File: src/rtl/core/iir6_pkg.sv
// Package for the sixth-order direct-form-I IIR unit: widths and coefficient tables.
package iir6_pkg;

  localparam int DEF_FILTER_ORDER   = 6;
  localparam int DEF_COEF_FRAC_BITS = 14;

  localparam int SAMPLE_W = 16;
  localparam int WORD_W   = 24;
  localparam int Y_FRAC   = 8;
  localparam int DIGIT_W  = 8;
  localparam int DIGITS   = WORD_W / DIGIT_W;
  localparam int DIG_CW   = $clog2(DIGITS);
  localparam int TAB_LEN  = 17;

  localparam int NUM_TENK [TAB_LEN] = '{
    1085, 0, -3255, 0, 3255, 0, -1085, 0, 0, 0, 0, 0, 0, 0, 0, 0, 0
  };
  localparam int DEN_TENK [TAB_LEN] = '{
    10000, -11355, 9443, -6378, 5444, -1737, 459, 0, 0, 0, 0, 0, 0, 0, 0, 0, 0
  };

  // round half away from zero to frac fraction bits
  function automatic longint to_fixed(input int tenk, input int frac);
    longint scale;
    longint mag;
    scale = longint'(1) << frac;
    mag   = (tenk >= 0) ? longint'(tenk) : -longint'(tenk);
    mag   = (mag * scale + 64'sd5000) / 64'sd10000;
    return (tenk >= 0) ? mag : -mag;
  endfunction

  // tap 0..order: b_k on x; tap order+1..2*order: -a_k on y
  function automatic longint tap_coef(input int tap, input int order, input int frac);
    int k;
    longint c;
    c = 0;
    if (tap <= order) begin
      k = tap;
      if (k < TAB_LEN) c = to_fixed(NUM_TENK[k], frac);
    end else begin
      k = tap - order;
      if (k < TAB_LEN) c = -to_fixed(DEN_TENK[k], frac);
    end
    return c;
  endfunction

endpackage

File: src/rtl/core/iir_direct_form_one_order6_unit.sv
// Sixth-order direct-form-I IIR filter with a digit-serial multiply-accumulate.
//
// Input channel: sample_in with in_valid/in_ready; a transfer happens when both are high.
// Output channel: sample_out with out_valid/out_ready, held in an output register.
// One item is in work at a time. in_ready is high only while the unit is idle; it
// stays high while a finished result still waits in the output register.
// Work: the 2*FILTER_ORDER+1 history words (input x[n-k] scaled by 256, output y[n-k]
// in Q16.8) sit in one circular shift register that moves one 8-bit digit per cycle.
// Each cycle one coefficient times one digit is added into the accumulator; after the
// MAC loop has run over every digit of every tap, one state rounds the sum to Q16.8 and
// the next rounds it to 16 bits and loads the output register.
// If the receiver stalls, the finished item waits in the last state until the output
// register is free; histories are updated when the result is loaded.
// Reset (rst, synchronous) clears both histories to zero and empties the output.
module iir_direct_form_one_order6_unit
  import iir6_pkg::*;
#(
  parameter int FILTER_ORDER   = DEF_FILTER_ORDER,
  parameter int COEF_FRAC_BITS = DEF_COEF_FRAC_BITS
) (
  input  logic                       clk,
  input  logic                       rst,
  input  logic                       in_valid,
  output logic                       in_ready,
  input  logic signed [SAMPLE_W-1:0] sample_in,
  output logic                       out_valid,
  input  logic                       out_ready,
  output logic signed [SAMPLE_W-1:0] sample_out
);

  localparam int NTAP   = 2 * FILTER_ORDER + 1;
  localparam int TAP_W  = $clog2(NTAP);
  localparam int COEF_W = COEF_FRAC_BITS + 2;
  localparam int PROD_W = COEF_W + DIGIT_W + 1;
  localparam int ACC_W  = COEF_W + WORD_W + $clog2(NTAP + 1);
  localparam int CH_W   = NTAP * WORD_W;
  localparam int YBASE  = FILTER_ORDER + 1;
  localparam logic [TAP_W-1:0]  TAP_LAST = TAP_W'(NTAP - 1);
  localparam logic [DIG_CW-1:0] DIG_LAST = DIG_CW'(DIGITS - 1);
  localparam logic signed [ACC_W-1:0] RND_Y = ACC_W'(1) <<< (COEF_FRAC_BITS - 1);
  localparam logic signed [ACC_W-1:0] Y_HI  = ACC_W'((64'sd1 <<< (WORD_W - 1)) - 1);
  localparam logic signed [ACC_W-1:0] Y_LO  = -Y_HI - ACC_W'(1);
  localparam logic signed [WORD_W:0]  RND_O = (WORD_W + 1)'(1 << (Y_FRAC - 1));
  localparam logic signed [WORD_W:0]  O_HI  = (WORD_W + 1)'((1 << (SAMPLE_W - 1)) - 1);
  localparam logic signed [WORD_W:0]  O_LO  = -O_HI - (WORD_W + 1)'(1);

  typedef enum logic [1:0] {S_IDLE, S_RUN, S_ROUND, S_OUT} state_t;

  state_t                    state;
  logic [CH_W-1:0]           chain;
  logic [CH_W-1:0]           chain_shift;
  logic [TAP_W-1:0]          tap;
  logic [DIG_CW-1:0]         dig;
  logic signed [ACC_W-1:0]   acc;
  logic signed [WORD_W-1:0]  ynew;
  logic signed [COEF_W-1:0]  coef_tab [NTAP];
  logic signed [COEF_W-1:0]  coef_cur;
  logic signed [DIGIT_W:0]   digit_s;
  logic signed [PROD_W-1:0]  prod;
  logic signed [ACC_W-1:0]   term;
  logic signed [ACC_W-1:0]   acc_rnd;
  logic signed [ACC_W-1:0]   acc_sh;
  logic signed [WORD_W-1:0]  y_sat;
  logic signed [WORD_W:0]    o_rnd;
  logic signed [WORD_W:0]    o_sh;
  logic signed [SAMPLE_W-1:0] o_sat;
  logic                      out_free;

  for (genvar g = 0; g < NTAP; g++) begin : g_coef
    assign coef_tab[g] = COEF_W'(tap_coef(g, FILTER_ORDER, COEF_FRAC_BITS));
  end

  assign in_ready = (state == S_IDLE);
  assign out_free = !out_valid || out_ready;

  // digit MAC: low digits unsigned, top digit carries the sign
  always_comb begin
    coef_cur = coef_tab[tap];
    if (dig == DIG_LAST) digit_s = {chain[DIGIT_W-1], chain[DIGIT_W-1:0]};
    else                 digit_s = {1'b0, chain[DIGIT_W-1:0]};
    prod = coef_cur * digit_s;
    term = ACC_W'(prod) <<< (dig * DIGIT_W);
  end

  always_comb begin
    acc_rnd = acc + RND_Y;
    acc_sh  = acc_rnd >>> COEF_FRAC_BITS;
    if (acc_sh > Y_HI)      y_sat = Y_HI[WORD_W-1:0];
    else if (acc_sh < Y_LO) y_sat = Y_LO[WORD_W-1:0];
    else                    y_sat = acc_sh[WORD_W-1:0];
  end

  always_comb begin
    o_rnd = {ynew[WORD_W-1], ynew} + RND_O;
    o_sh  = o_rnd >>> Y_FRAC;
    if (o_sh > O_HI)      o_sat = O_HI[SAMPLE_W-1:0];
    else if (o_sh < O_LO) o_sat = O_LO[SAMPLE_W-1:0];
    else                  o_sat = o_sh[SAMPLE_W-1:0];
  end

  // history shift: x0 moves into the input line, ynew into the output line
  always_comb begin
    chain_shift = chain;
    for (int i = FILTER_ORDER; i >= 2; i--) begin
      chain_shift[i*WORD_W +: WORD_W] = chain[(i-1)*WORD_W +: WORD_W];
      chain_shift[(YBASE+i-1)*WORD_W +: WORD_W] = chain[(YBASE+i-2)*WORD_W +: WORD_W];
    end
    chain_shift[WORD_W +: WORD_W]       = chain[0 +: WORD_W];
    chain_shift[YBASE*WORD_W +: WORD_W] = ynew;
  end

  always_ff @(posedge clk) begin
    if (rst) begin
      state     <= S_IDLE;
      chain     <= '0;
      tap       <= '0;
      dig       <= '0;
      acc       <= '0;
      out_valid <= 1'b0;
    end else begin
      out_valid <= (state == S_OUT && out_free) || (out_valid && !out_ready);
      unique case (state)
        S_IDLE: begin
          if (in_valid) begin
            chain[0 +: WORD_W] <= {sample_in, {Y_FRAC{1'b0}}};
            tap   <= '0;
            dig   <= '0;
            acc   <= '0;
            state <= S_RUN;
          end
        end
        S_RUN: begin
          acc   <= acc + term;
          chain <= {chain[DIGIT_W-1:0], chain[CH_W-1:DIGIT_W]};
          if (dig == DIG_LAST) begin
            dig <= '0;
            if (tap == TAP_LAST) state <= S_ROUND;
            else                 tap   <= tap + TAP_W'(1);
          end else begin
            dig <= dig + DIG_CW'(1);
          end
        end
        S_ROUND: begin
          ynew  <= y_sat;
          state <= S_OUT;
        end
        S_OUT: begin
          if (out_free) begin
            sample_out <= o_sat;
            chain      <= chain_shift;
            state      <= S_IDLE;
          end
        end
        default: state <= S_IDLE;
      endcase
    end
  end

`ifndef SYNTHESIS
  a_start: assert property (@(posedge clk) disable iff (rst)
    (in_valid && in_ready) |=> (state == S_RUN && tap == '0 && dig == '0))
    else $error("MAC loop did not start after input transfer");

  a_loop_end: assert property (@(posedge clk) disable iff (rst)
    (state == S_RUN && tap == TAP_LAST && dig == DIG_LAST) |=> (state == S_ROUND))
    else $error("MAC loop did not end after last tap");

  a_hold: assert property (@(posedge clk) disable iff (rst)
    (state == S_OUT && out_valid && !out_ready) |=> (state == S_OUT && out_valid))
    else $error("result overwrote a pending output");
`endif

endmodule

File: config.mk
export PLATFORM = sky130hd
export DESIGN_NAME = iir_direct_form_one_order6_unit
export DESIGN_NICKNAME = d
export VERILOG_FILES = /design/src/rtl/core/iir6_pkg.sv /design/src/rtl/core/iir_direct_form_one_order6_unit.sv
export SDC_FILE = /design/constraint.sdc
export NUM_CORES = 1
export LEC_CHECK = 0
export BUFFER_PORTS_ARGS = -buffer_cell sky130_fd_sc_hd__buf_2
export CORE_AREA = 4 4 185 322
export CTS_BUF_LIST = sky130_fd_sc_hd__clkbuf_4 sky130_fd_sc_hd__clkbuf_8 sky130_fd_sc_hd__clkbuf_16
export DETAILED_ROUTE_END_ITERATION = 10
export DIE_AREA = 0 0 189 326
export PLACE_DENSITY = 0.63
export SLEW_MARGIN = 30
export SYNTH_ARGS = -nofsm -noshare
export SYNTH_HDL_FRONTEND = slang
export SYNTH_SLANG_ARGS = --single-unit
File: constraint.sdc
create_clock -name clk -period 16.8 [get_ports clk]
set_input_delay 1.68 -clock clk [delete_from_list [all_inputs] [get_ports clk]]
set_output_delay 1.68 -clock clk [all_outputs]
set_load 0.1 [all_outputs]
Yosys cells after proc, flatten, opt, wreduce, memory -nomap -nowiden
Memory sizes are Yosys's and may differ from the RTL's.
Index checks and enable logic that the tools add are counted.
{ "op_classes": {"addsub": 5, "n_mul": 1, "order_cmp": 5, "eq_ne": 10, "n_shift": 1, "muxes": 23, "bitwise_logic": 3, "n_reduce_logical": 16} }
{ "op_table": {"columns": ["op", "count"], "rows": [
  ["$pmux 288 s2", 1],
  ["$mux 312", 1],
  ["$pmux 44 s2", 1],
  ["$pmux 24 s3", 1],
  ["$mux 16", 3],
  ["$mux 24", 2],
  ["$add 44x15->44 const B", 1],
  ["$add 44x44->44", 1],
  ["$mux 44", 1],
  ["$sshl 25x5->44", 1],
  ["$gt 30x24->1 const B", 1],
  ["$lt 30x24->1 const B", 1],
  ["$add 24x9->25 const B", 1],
  ["$mul 16x9->25", 1],
  ["$gt 17x16->1 const B", 1],
  ["$lt 17x16->1 const B", 1],
  ["$mux 2", 6],
  ["$mux 4", 3],
  ["$ne 2x2->1 const B", 5],
  ["$mux 9", 1],
  ["$pmux 2 s4", 1],
  ["$pmux 4 s2", 1],
  ["$reduce_and 4->1", 2],
  ["$eq 2x2->1 const B", 3],
  ["15 further kinds", 23]
]} }
{ "word_totals": {"register_bits": 405, "romBits": 256, "in_bits": 20, "output_inout_bits": 18, "wordCells": 74, "memories": 1} }
{ "mem_list": {"columns": ["memory", "words", "word_bits", "read_ports", "rd_ports_with_merged_regs", "write_ports", "line_no", "source"], "rows": [
  ["(no name shown)", 16, 16, 1, 0, 0, "iir_direct_form_one_order6_unit.sv:78", "coef_cur = coef_tab[tap];"]
]} }

Logic depth before layout (Yosys ltp)
Gate-level depths: netlist of run 1.
{ "logic_depth": {"ltp_word": 8, "mapped_depth": 40, "mapped_depth_nobuf": 40} }

Least setup slack after synthesis of run 1
OpenSTA, ideal clock, no wires.
{ "synth_timing": {"path_kind": "reg2reg", "from": "reg tap[0]", "to": "reg acc[42]", "setup_ns": 0.117, "t_arrival_ns": 8.538, "t_required_ns": 16.683, "path_slack_ns": 8.145, "stages_incl_launch_ff": 39, "path_buffers": 0, "period_less_slack_ns": 8.655, "path_cell_list": "dfxtp_1 inv_1 ha_1 nor2b_1 a211oi_1 a21oi_1 and2_1 fa_1 inv_1 fa_1 inv_1 fa_1 fa_1 inv_1 fa_1 inv_1 ha_1 o21a_1 [3 not listed] a21o_1 a21oi_1 xor2_1 nor2_1 a21oi_1 o21ai_1 ha_1 nand2_1 o21ai_1 a221oi_1 o221ai_1 a31oi_4 o21ai_2 a31o_1 and4_1 o21a_1 or3_1 a32o_1"} }
{ "synth_via": {"elab_chain_cells": 8} }
{ "synth_rtl": {"columns": ["item", "line_no", "source"], "rows": [
  ["from (decl)", "iir_direct_form_one_order6_unit.sv:52", "logic [TAP_W-1:0] tap;"],
  ["from (signal assigned)", "iir_direct_form_one_order6_unit.sv:138", "else tap <= tap + TAP_W'(1);"],
  ["$not 4->5 (not written as such)", "iir_direct_form_one_order6_unit.sv:78", null],
  ["$mem_v2 16x16", null, null],
  ["$mux 16 (not written as such) (2 in series)", "iir_direct_form_one_order6_unit.sv:78", null],
  ["$mul 16x9->25", "iir_direct_form_one_order6_unit.sv:81", "prod = coef_cur * digit_s;"],
  ["$sshl 25x5->44", "iir_direct_form_one_order6_unit.sv:82", "term = ACC_W'(prod) <<< (dig * DIGIT_W);"],
  ["$add 44x44->44", "iir_direct_form_one_order6_unit.sv:133", "acc <= acc + term;"],
  ["$pmux 44 s2", "iir_direct_form_one_order6_unit.sv:122", "unique case (state)"],
  ["to (signal assigned)", "iir_direct_form_one_order6_unit.sv:133", null],
  ["to (decl)", "iir_direct_form_one_order6_unit.sv:54", "logic signed [ACC_W-1:0] acc;"]
]} }
No other way between the ends. The select of a mux whose other input is x is not followed.
A chain may end at the register's enable or synchronous reset.

Worst setup path in the final report of run 1
Ends and elaborated chain as after synthesis.

==> impl_metrics.csv, run 1 <==
group,metric,value,unit
clocking,cts_tree,"done",
min_path,hold_path_end,"acc[2]",
final_layout,final_cell_area,27500,sq um
drt,vias,19400,
worst_setup_path,rr_worst_depth,39,
min_path,hp-start,"acc[2]",
worst_setup_path,crit_type,"reg -> reg",
power,p_switching,1.62,mW
sta,final_max_slew_viol_count,0,
final_layout,fill_cells,5343,
clocking,postCtsHoldBufs,0,
worst_setup_path,r2r-end,"acc[42]",
yosys,synth-seq-area-share,33.5,%
clocking,postCtsSetupBuffers,0,
worst_setup_path,critPathCaptureType,"flip-flop",
clocking,clk-insertion-delay-late,560,ps
global_routing,grt_pass1_wl,104000,microns
power,p_per_area,151,nW/um^2
clocking,ctsResizeCount,0,
power,p_int,2.54,mW
worst_setup_path,rrSetupSlack,6650,ps
power,switching_share,39.0,%
global_routing,groute.usage.overall,20.4,%
yosys,syn_inst,2790,
yosys,synthFlopType,"dfxtp_1",
worst_setup_path,timing.rr.start,"tap[0]",
yosys,synth-edff-count,40,
sta,max_freq,0.0985,GHz
die,die_area,61600,sq um
sta,tightest_slew,1020,ps
global_routing,grt_overflow,0,
global_routing,grt_start_max_net_pins,283,
clocking,cts_made_buffers,39,
worst_setup_path,crit_required,17250,ps
power,clock_power_share,22.8,%
sta,relSlewSlack,31.9,%
final_layout,area_growth,8.42,%
power,leakage,10.6,nW
die,start_util,44.5,%
placed_design,gp_congestion,0.944,
placed_design,hpwl,46200,microns
clocking,htreeDepth,2,
yosys,synth_cell_types,70,
placed_design,post_dp_cell_area,26100,sq um
worst_setup_path,crit_buf_inv,5,
worst_setup_path,cp-start-kind,"flip-flop",
drt,vias_per_cell,5.55,
power,p_comb_share,35.9,%
sta,hold_violations,0,
drt,first_pass_iters,7,
final_layout,fin_util,48.3,%
power,irDropWorstVdd,0.154,mV
power,seqPwrFrac,41.3,%
sta,setup_violations,0,
worst_setup_path,critPathMaxFanout,9,
final_layout,n_antenna_cell,0,
worst_setup_path,critPathArrivalTime,10600,ps
drt,wirelength,63500,microns
die,fp.dieH,326,microns
min_path,min_path_type,"reg -> reg",
yosys,ys_async_sr_fraction,0,%
final_layout,fin_nets,2950,
die,core-area,57000,sq um
yosys,synth_area,25400,sq um
global_routing,first_global_vias,19900,
sta,finClkSkew,16.8,ps
yosys,syn_area_per_cell,9.11,sq um
clocking,clock-sinks,405,
clocking,path_clk_slew,70,ps
worst_setup_path,crit_path_max_incr_delay,570,ps
clocking,root_buffer,"clkbuf_16",
drt,drtIter0Drc,1365,
drt,wire_per_inst,18.2,microns
yosys,yosys_warnings,0,
sta,setup_tns,0,ps
job,cap_violations,0,
global_routing,antenna_found_initial,1,
drt,ant_nets,0,
worst_setup_path,critPathTopFamily,"compound AO/OA/AOI/OAI gates",
die,die_w,189,microns
outcome,status,"completed",
die,io_pins,38,
drt,drc,0,
die,rows,116,
placed_design,io_buffers,37,
sta,rsz0062_at_grt,"false",
yosys,ys_ff_latch,405,
yosys,synthesis.nets,3040,
final_layout,drive_above_1_share,5.90,%
min_path,hold_path_depth,2,
sta,fin_crit,10150,ps
worst_setup_path,cpMaxStageDelayCell,"fa_1",
sta,finalCritPeriodShare,60.4,%
clocking,cts.path.max_buffers,3,
==> registers in the layout (all words and copies together), names as in the netlist <==
| signal | flops |
|---|---|
| dig | 2 |
| chain | 312 |
| ynew | 24 |
| state | 2 |
| acc | 44 |
| tap | 4 |
| out_valid | 1 |
| sample_out | 16 |
==> kinds of logic after synthesis <==
group                    count (synthesis)  share of synthesized area [%]
AO/OA/AOI/OAI                          656                           17.8
adder cells (fa/ha/maj)                230                           14.9
buffers and inverters                  317                           4.78
XOR/XNOR                               100                           3.45
flip-flops                             405                           33.5
AND/OR/NAND/NOR                        768                           13.2
multiplexers                           314                           12.4
==> placed cells by master, fill, tap and decap left out, drive strengths merged, types with 11 or more instances in the layout <==
cell type and n:
and3 14, a22oi 20, a31oi 11, fa 120
o21a 11, buf 64, xnor2 54, nor3 12
clkbuf 55, a21o 32, a21oi 111, a211oi 316
mux2i 314, ha 110, a22o 18, dfxtp 365
xor2 46, nor2 413, inv 125, o21ai 88
edfxtp 40, nand2 150, nand3 41, and2 87
nand4 15
==> how the worst max path moves through the flow <==
stage | from | to | slack (ps) | depth (start not counted)
global route | tap[0] | acc[42] | 6090 | 39
finish | tap[0] | acc[42] | 6650 | 39
detailed placement | tap[0] | acc[42] | 6880 | 39
global placement | dig[0] | acc[42] | 7160 | 35
CTS | tap[0] | acc[42] | 6820 | 39
floorplan | tap[0] | acc[42] | 8140 | 38
==> synth_stat cells (20+ instances only) <==
| cell | number | share of area (%) |
|---|---|---|
| clkbuf_1 | 177 | 2.6 |
| dfxtp_1 | 365 | 29 |
| edfxtp_1 | 40 | 4.7 |
| and2_1 | 86 | 2.1 |
| a211oi_1 | 316 | 9.3 |
| mux2i_1 | 314 | 12 |
| o21ai_0 | 29 | 0.57 |
| a22oi_1 | 20 | 0.59 |
| a21oi_1 | 109 | 2.1 |
| nor2_1 | 411 | 6.1 |
| nand2_1 | 150 | 2.2 |
| fa_1 | 120 | 9.5 |
| nand3_1 | 41 | 0.81 |
| xor2_1 | 46 | 1.6 |
| ha_1 | 110 | 5.4 |
| inv_1 | 121 | 1.8 |
| a21o_1 | 32 | 0.95 |
| o21ai_1 | 58 | 1.1 |
| xnor2_1 | 54 | 1.9 |
==> power by group through the flow <==
| stage | Sequential [mW] | Clock (mW) | Combinational [mW] |
|---|---|---|---|
| floorplan | 1.63 | 0 | 1.23 |
| global placement | 1.73 | 0 | 1.44 |
| detailed placement | 1.75 | 0 | 1.50 |
| CTS | 1.73 | 0.972 | 1.50 |
| global route | 1.78 | 1.01 | 1.71 |
| finish | 1.72 | 0.949 | 1.50 |
==> cell type report <==
cell class	instances	area, sq um	area share (%)
tap	767	960	3.48
multi-input combinational	2068	15800	57.2
clock buffer	55	1160	4.22
clock inverter	17	214	0.777
sequential	405	8510	30.9
timing repair buffer	64	487	1.77
inverter	122	458	1.66
==> stage by stage <==
stage | std cells | hold slack, ps | power, mW | worst slack (ps)
floorplan | 2790 | 436 | 2.85 | 8140
global placement | 3423 | 447 | 3.17 | 7160
detailed placement | 3424 | 458 | 3.24 | 6880
CTS | 3496 | 471 | 4.20 | 6820
global route | 3498 | 484 | 4.50 | 6090
finish | 3498 | 465 | 4.17 | 6650
==> routing by layer <==
layer	up-vias	track usage, %	wire [microns]
li1	9694	-	-
met4	0	8.47	2750
met2	311	38.8	34500
met1	9260	22.9	24700
met3	147	1.92	1560
met5	-	0	0
==> worst min-delay path: cells and delay by family (launching register included) <==
kind | cells | cell delay [ps]
flops | 1 | 310
simple gates | 1 | 50
compound gates | 1 | 50
(Power assumes the default switching activity.)
==> run 2: changes to the inputs <==
Settings changed: PLACE_DENSITY 0.63 to 0.65.
Clock period 16.8 ns to 8.55 ns, I/O delays scaled along.
==> run 2 against run 1 <==
Effect of this change: sequential share of layout area decreased by 1.9 points; sequential power increased by 97%; highest routed layer unchanged; wire length increased by 2.8%; critical path depth increased by 3; largest cell class unchanged; clock-buffer cell count increased by 2; non-clock buffer count increased by 195; die area unchanged; via count increased by 5.3%; register-to-register slack got worse by 6500 ps; power increased by 97%; sequential cell count unchanged; global-route usage increased by 0.088 points.
==> impl_metrics.csv, run 2 (same netlist as run 1, synthesis figures left out) <==
group,metric,value,unit
clocking,cts_made_buffers,38,
die,core-area,57000,sq um
sta,finClkSkew,26.8,ps
power,p_switching,3.19,mW
worst_setup_path,cp-start-kind,"flip-flop",
worst_setup_path,crit_required,8980,ps
final_layout,largestRegisters,"chain x312, acc x44, ynew x24",
min_path,min_path_type,"reg -> reg",
power,irDropWorstVdd,0.213,mV
sta,tightest_slew,1080,ps
power,clock_power_share,21.5,%
drt,ant_nets,0,
clocking,cts_tree,"done",
worst_setup_path,rr_worst_depth,42,
clocking,clock-sinks,405,
die,die_w,189,microns
final_layout,fill_cells,5155,
final_layout,drive_above_1_share,14.6,%
clocking,root_buffer,"clkbuf_16",
worst_setup_path,crit_path_max_incr_delay,520,ps
final_layout,top_register,"chain",
outcome,status,"completed",
worst_setup_path,critPathArrivalTime,8870,ps
sta,final_max_slew_viol_count,0,
die,start_util,44.5,%
drt,drc,0,
sta,max_freq,0.119,GHz
die,io_pins,38,
sta,setup_violations,0,
clocking,path_clk_slew,70,ps
clocking,htreeDepth,2,
power,switching_share,38.8,%
drt,wirelength,65300,microns
power,p_int,5.02,mW
final_layout,fin_cells,3688,
drt,vias,20400,
power,p_comb_share,37.2,%
worst_setup_path,crit_type,"reg -> reg",
placed_design,post_dp_cell_area,27400,sq um
sta,finalCritPeriodShare,98.6,%
final_layout,area_growth,15.6,%
global_routing,groute.usage.overall,20.4,%
drt,wire_per_inst,17.7,microns
global_routing,first_global_vias,20800,
job,cap_violations,0,
sta,timing.hold.ws,469,ps
power,p_per_area,279,nW/um^2
global_routing,grt_start_max_net_pins,290,
die,rows,116,
drt,first_pass_iters,5,
sta,hold_violations,0,
final_layout,final_cell_area,29400,sq um
clocking,cts.path.max_buffers,3,
final_layout,register_area,8510,sq um
worst_setup_path,cpMostUsedCell,"fa_1",
global_routing,antenna_found_initial,0,
placed_design,gp_congestion,1.01,
global_routing,grt_pass1_wl,105000,microns
power,leakage,11.7,nW
sta,relSlewSlack,27.8,%
final_layout,largest_register_ffs,312,
global_routing,grt_overflow,0,
final_layout,fin_util,51.5,%
placed_design,hpwl,47500,microns
worst_setup_path,critPathCaptureType,"flip-flop",
power,seqPwrFrac,41.2,%
placed_design,dp.cells,3598,
drt,vias_per_cell,5.54,
die,fp.dieH,326,microns
min_path,hold_path_depth,2,
clocking,postCtsHoldBufs,0,
final_layout,mostFrequentLayoutCell,"nor2_1",
die,die_area,61600,sq um
final_layout,layout_common_cells,"nor2_1 (406), dfxtp_1 (363), mux2i_1 (314), a211oi_1 (311), buf_4 (211)",
sta,rsz0062_at_grt,"true",
drt,drtIter0Drc,1072,
final_layout,multi_input_area,16200,sq um
worst_setup_path,critPathMaxFanout,4,
sta,fin_crit,8430,ps
clocking,clk-insertion-delay-late,560,ps
placed_design,io_buffers,37,
final_layout,fin_nets,3144,
worst_setup_path,cpMaxStageDelayCell,"fa_1",
[run 2: cell types whose count changed in the layout (fill, tap and decap cells not counted), moves of 5 or more]
cell      change
buf_4       +192
a21oi_1      -16
a21oi_2      +15
ha_1          -9
o21ai_2       +8
ha_4          +6
a211oi_1      -5
clkbuf_4      +5
o21ai_1       -5
[run 2: critical path: cells and delay by family, from the launching register on]
kind	cells	cell delay, ps
xor+xnor	2	400
buf+inv	10	980
mux	1	70
simple gates	6	760
flops	1	350
fa+ha+maj	8	3290
compound gates	15	2440
[run 2: final cells by class]
| class | count | area share, % |
|---|---|---|
| inverters | 122 | 1.57 |
| multi-input cells | 2068 | 55.1 |
| clock inverters | 9 | 0.494 |
| well taps | 767 | 3.27 |
| diodes | 1 | 0.00852 |
| flip-flops and latches | 405 | 29.0 |
| clock buffers | 57 | 3.91 |
| repair buffers | 259 | 6.71 |
[run 2: through the flow]
stage                     total power, mW  setup slack [ps]  TNS, ps
after CTS                            8.22              12.9        0
final                                8.21               117        0
after global placement               6.28              -187     -927
after global routing                 8.82              -211     -968
after detailed placement             6.43              -293    -1980
after floorplan                      5.61              67.9        0
[run 2: final timing paths]
| kind | start | to | slack, ps |
|---|---|---|---|
| worst min-delay path | acc[0] | acc[0] | 470 |
| worst max register to register | tap[0] | acc[43] | 120 |
| worst min register to register | acc[0] | acc[0] | 470 |
| worst max-delay path | tap[0] | acc[43] | 120 |
[run 2: layer usage]
| layer | track usage, % | wire, microns |
|---|---|---|
| met5 | 0 | 0 |
| met4 | 9.13 | 3030 |
| met3 | 1.94 | 1510 |
| met2 | 39.4 | 35700 |
| met1 | 22.3 | 25000 |
[run 2: repair_timing]
action | in CTS | in global routing
buffers inserted | 1 | 20
cloned | 0 | 0
pin swaps | 15 | 66
gates resized for setup | 12 | 84
setup endpoints to repair | 13 | 16
[run 2: power by group through the flow]
stage / combinational (mW) / sequential [mW] / clock, mW
global placement: 2.88 / 3.40 / 0
CTS: 3.02 / 3.40 / 1.81
global route: 3.45 / 3.49 / 1.87
finish: 3.05 / 3.38 / 1.77
detailed placement: 3.00 / 3.43 / 0
floorplan: 2.41 / 3.19 / 0
==> run 3: changes to the inputs <==
==> constraint.sdc (replaced) <==
create_clock -name clk -period 8.55 [get_ports clk]
set_input_delay 0 -clock clk [delete_from_list [all_inputs] [get_ports clk]]
set_output_delay 0 -clock clk [all_outputs]
set_load 0.1 [all_outputs]
==> run 3 against run 2 <==
Effect of this change: fmax increased by 2.2%; sequential share of layout area fell by 0.34 points; cell count increased by 0.89%; wire length shrank 0.32%; die area unchanged; core utilization rose by 0.61 points; setup slack gained 180 ps; power rose by 0.43%; clock skew down 3.0 ps; register-to-register slack better by 180 ps; largest power group unchanged; highest routed layer unchanged.
==> impl_metrics.csv, run 3 (same netlist as run 1, synthesis figures left out) <==
group,metric,value,unit
worst_setup_path,cp-start-kind,"flip-flop",
placed_design,hpwl,47800,microns
final_layout,area_growth,17.0,%
sta,tightest_slew,948,ps
final_layout,drive_above_1_share,15.7,%
placed_design,dp.cells,3603,
clocking,clock-sinks,405,
worst_setup_path,crit_buf_inv,8,
placed_design,dp_slack,-338,ps
drt,wire_per_inst,17.5,microns
sta,max_freq,0.121,GHz
outcome,status,"completed",
die,rows,116,
sta,fin_ws,298,ps
power,irDropWorstVdd,0.174,mV
clocking,clk-insertion-delay-late,560,ps
die,fp.dieH,326,microns
placed_design,io_buffers,37,
drt,drtIter0Drc,1012,
power,p_per_area,277,nW/um^2
global_routing,grt_pass1_wl,106000,microns
drt,ant_nets,0,
worst_setup_path,critPathTopFamily,"adder cells",
die,core-area,57000,sq um
clocking,cts_tree,"done",
final_layout,top_register,"chain",
worst_setup_path,cpMaxStageDelayCell,"fa_1",
sta,finClkSkew,23.9,ps
worst_setup_path,cpMostUsedCell,"fa_1",
final_layout,layout_common_cells,"nor2_1 (402), dfxtp_1 (362), mux2i_1 (314), a211oi_1 (308), buf_4 (223)",
worst_setup_path,crit_path_max_incr_delay,530,ps
sta,finalCritPeriodShare,96.5,%
sta,final_max_slew_viol_count,0,
placed_design,gp_congestion,0.984,
sta,fin_crit,8250,ps
final_layout,fin_nets,3176,
drt,drc,0,
die,die_area,61600,sq um
drt,vias,20600,
global_routing,grt_start_max_net_pins,283,
clocking,htreeDepth,2,
worst_setup_path,crit_type,"reg -> reg",
clocking,cts_made_buffers,38,
power,leakage,11.8,nW
clocking,cts.path.max_buffers,3,
final_layout,largestRegisters,"chain x312, acc x44, ynew x24",
clocking,path_clk_slew,70,ps
clocking,root_buffer,"clkbuf_16",
sta,timing.hold.ws,325,ps
job,cap_violations,0,
worst_setup_path,crit_required,8990,ps
power,power,8.24,mW
final_layout,mostFrequentLayoutCell,"nor2_1",
final_layout,n_antenna_cell,0,
worst_setup_path,critPathMaxFanout,4,
worst_setup_path,critPathArrivalTime,8690,ps
die,start_util,44.5,%
sta,setup_violations,0,
global_routing,groute.usage.overall,20.5,%
global_routing,grt_overflow,0,
drt,vias_per_cell,5.53,
sta,hold_violations,0,
final_layout,largest_register_ffs,312,
die,die_w,189,microns
drt,first_pass_iters,7,
global_routing,antenna_found_initial,0,
global_routing,first_global_vias,20900,
worst_setup_path,critPathCaptureType,"flip-flop",
min_path,min_path_type,"in -> reg",
sta,rsz0062_at_grt,"true",
die,io_pins,38,
drt,wirelength,65100,microns
sta,relSlewSlack,36.8,%
final_layout,fin_cells,3721,
[run 3: final timing paths]
path	start	endpoint	slack, ps	cells after the start
worst max-delay path	tap[0]	acc[40]	300	40
worst min-delay path	sample_in[1]	chain[9]	320	4
worst max register to register	tap[0]	acc[40]	300	40
worst min register to register	acc[2]	acc[2]	460	2
[run 3: routing by layer]
layer / track usage [%] / share of wire [%]
met2: 38.9 / 54
met4: 10.2 / 5.3
met5: 0 / 0
met1: 22.7 / 39
met3: 1.68 / 1.9
[run 3: through the flow]
| stage | TNS [ps] | area [sq um] | util (%) |
|---|---|---|---|
| 2_1_floorplan | 0 | 25400 | - |
| 3_3_place_gp | -968 | 27400 | 48.0 |
| 3_5_place_dp | -2320 | 27400 | 48.1 |
| 4_1_cts | 0 | 29000 | 50.9 |
| 5_1_grt | -402 | 29700 | 52.1 |
| 6_report | 0 | 29700 | 52.1 |
[run 3: worst register-to-register path: cells and delay by family (launching register included)]
kind            cells  cell delay, ps
fa+ha+maj           8            3280
compound gates     15            2560
simple gates        6             780
xor+xnor            2             220
mux                 1             200
flops               1             360
buf+inv             8             730
[run 3: repair_timing]
action,in CTS,in global routing
setup buffers,3,27
endpoints found under the setup margin,13,17
pin swaps,13,75
endpoints found under the hold margin,77,0
hold buffers,19,0
resized for setup,13,108
[run 3: area by class of cell]
| cell class | count | area (sq um) |
|---|---|---|
| sequential | 405 | 8510 |
| tap | 767 | 960 |
| timing repair buffer | 291 | 2220 |
| clock buffer | 56 | 1160 |
| fill | 5183 | 27300 |
| clock inverter | 12 | 183 |
| inverter | 122 | 460 |
| multi-input combinational | 2068 | 16200 |
[run 3: report_power, final]
part	internal, mW	switching [mW]
Combinational	1.26	1.78
Sequential	2.73	0.655
Clock	1.08	0.745
Total	5.06	3.18
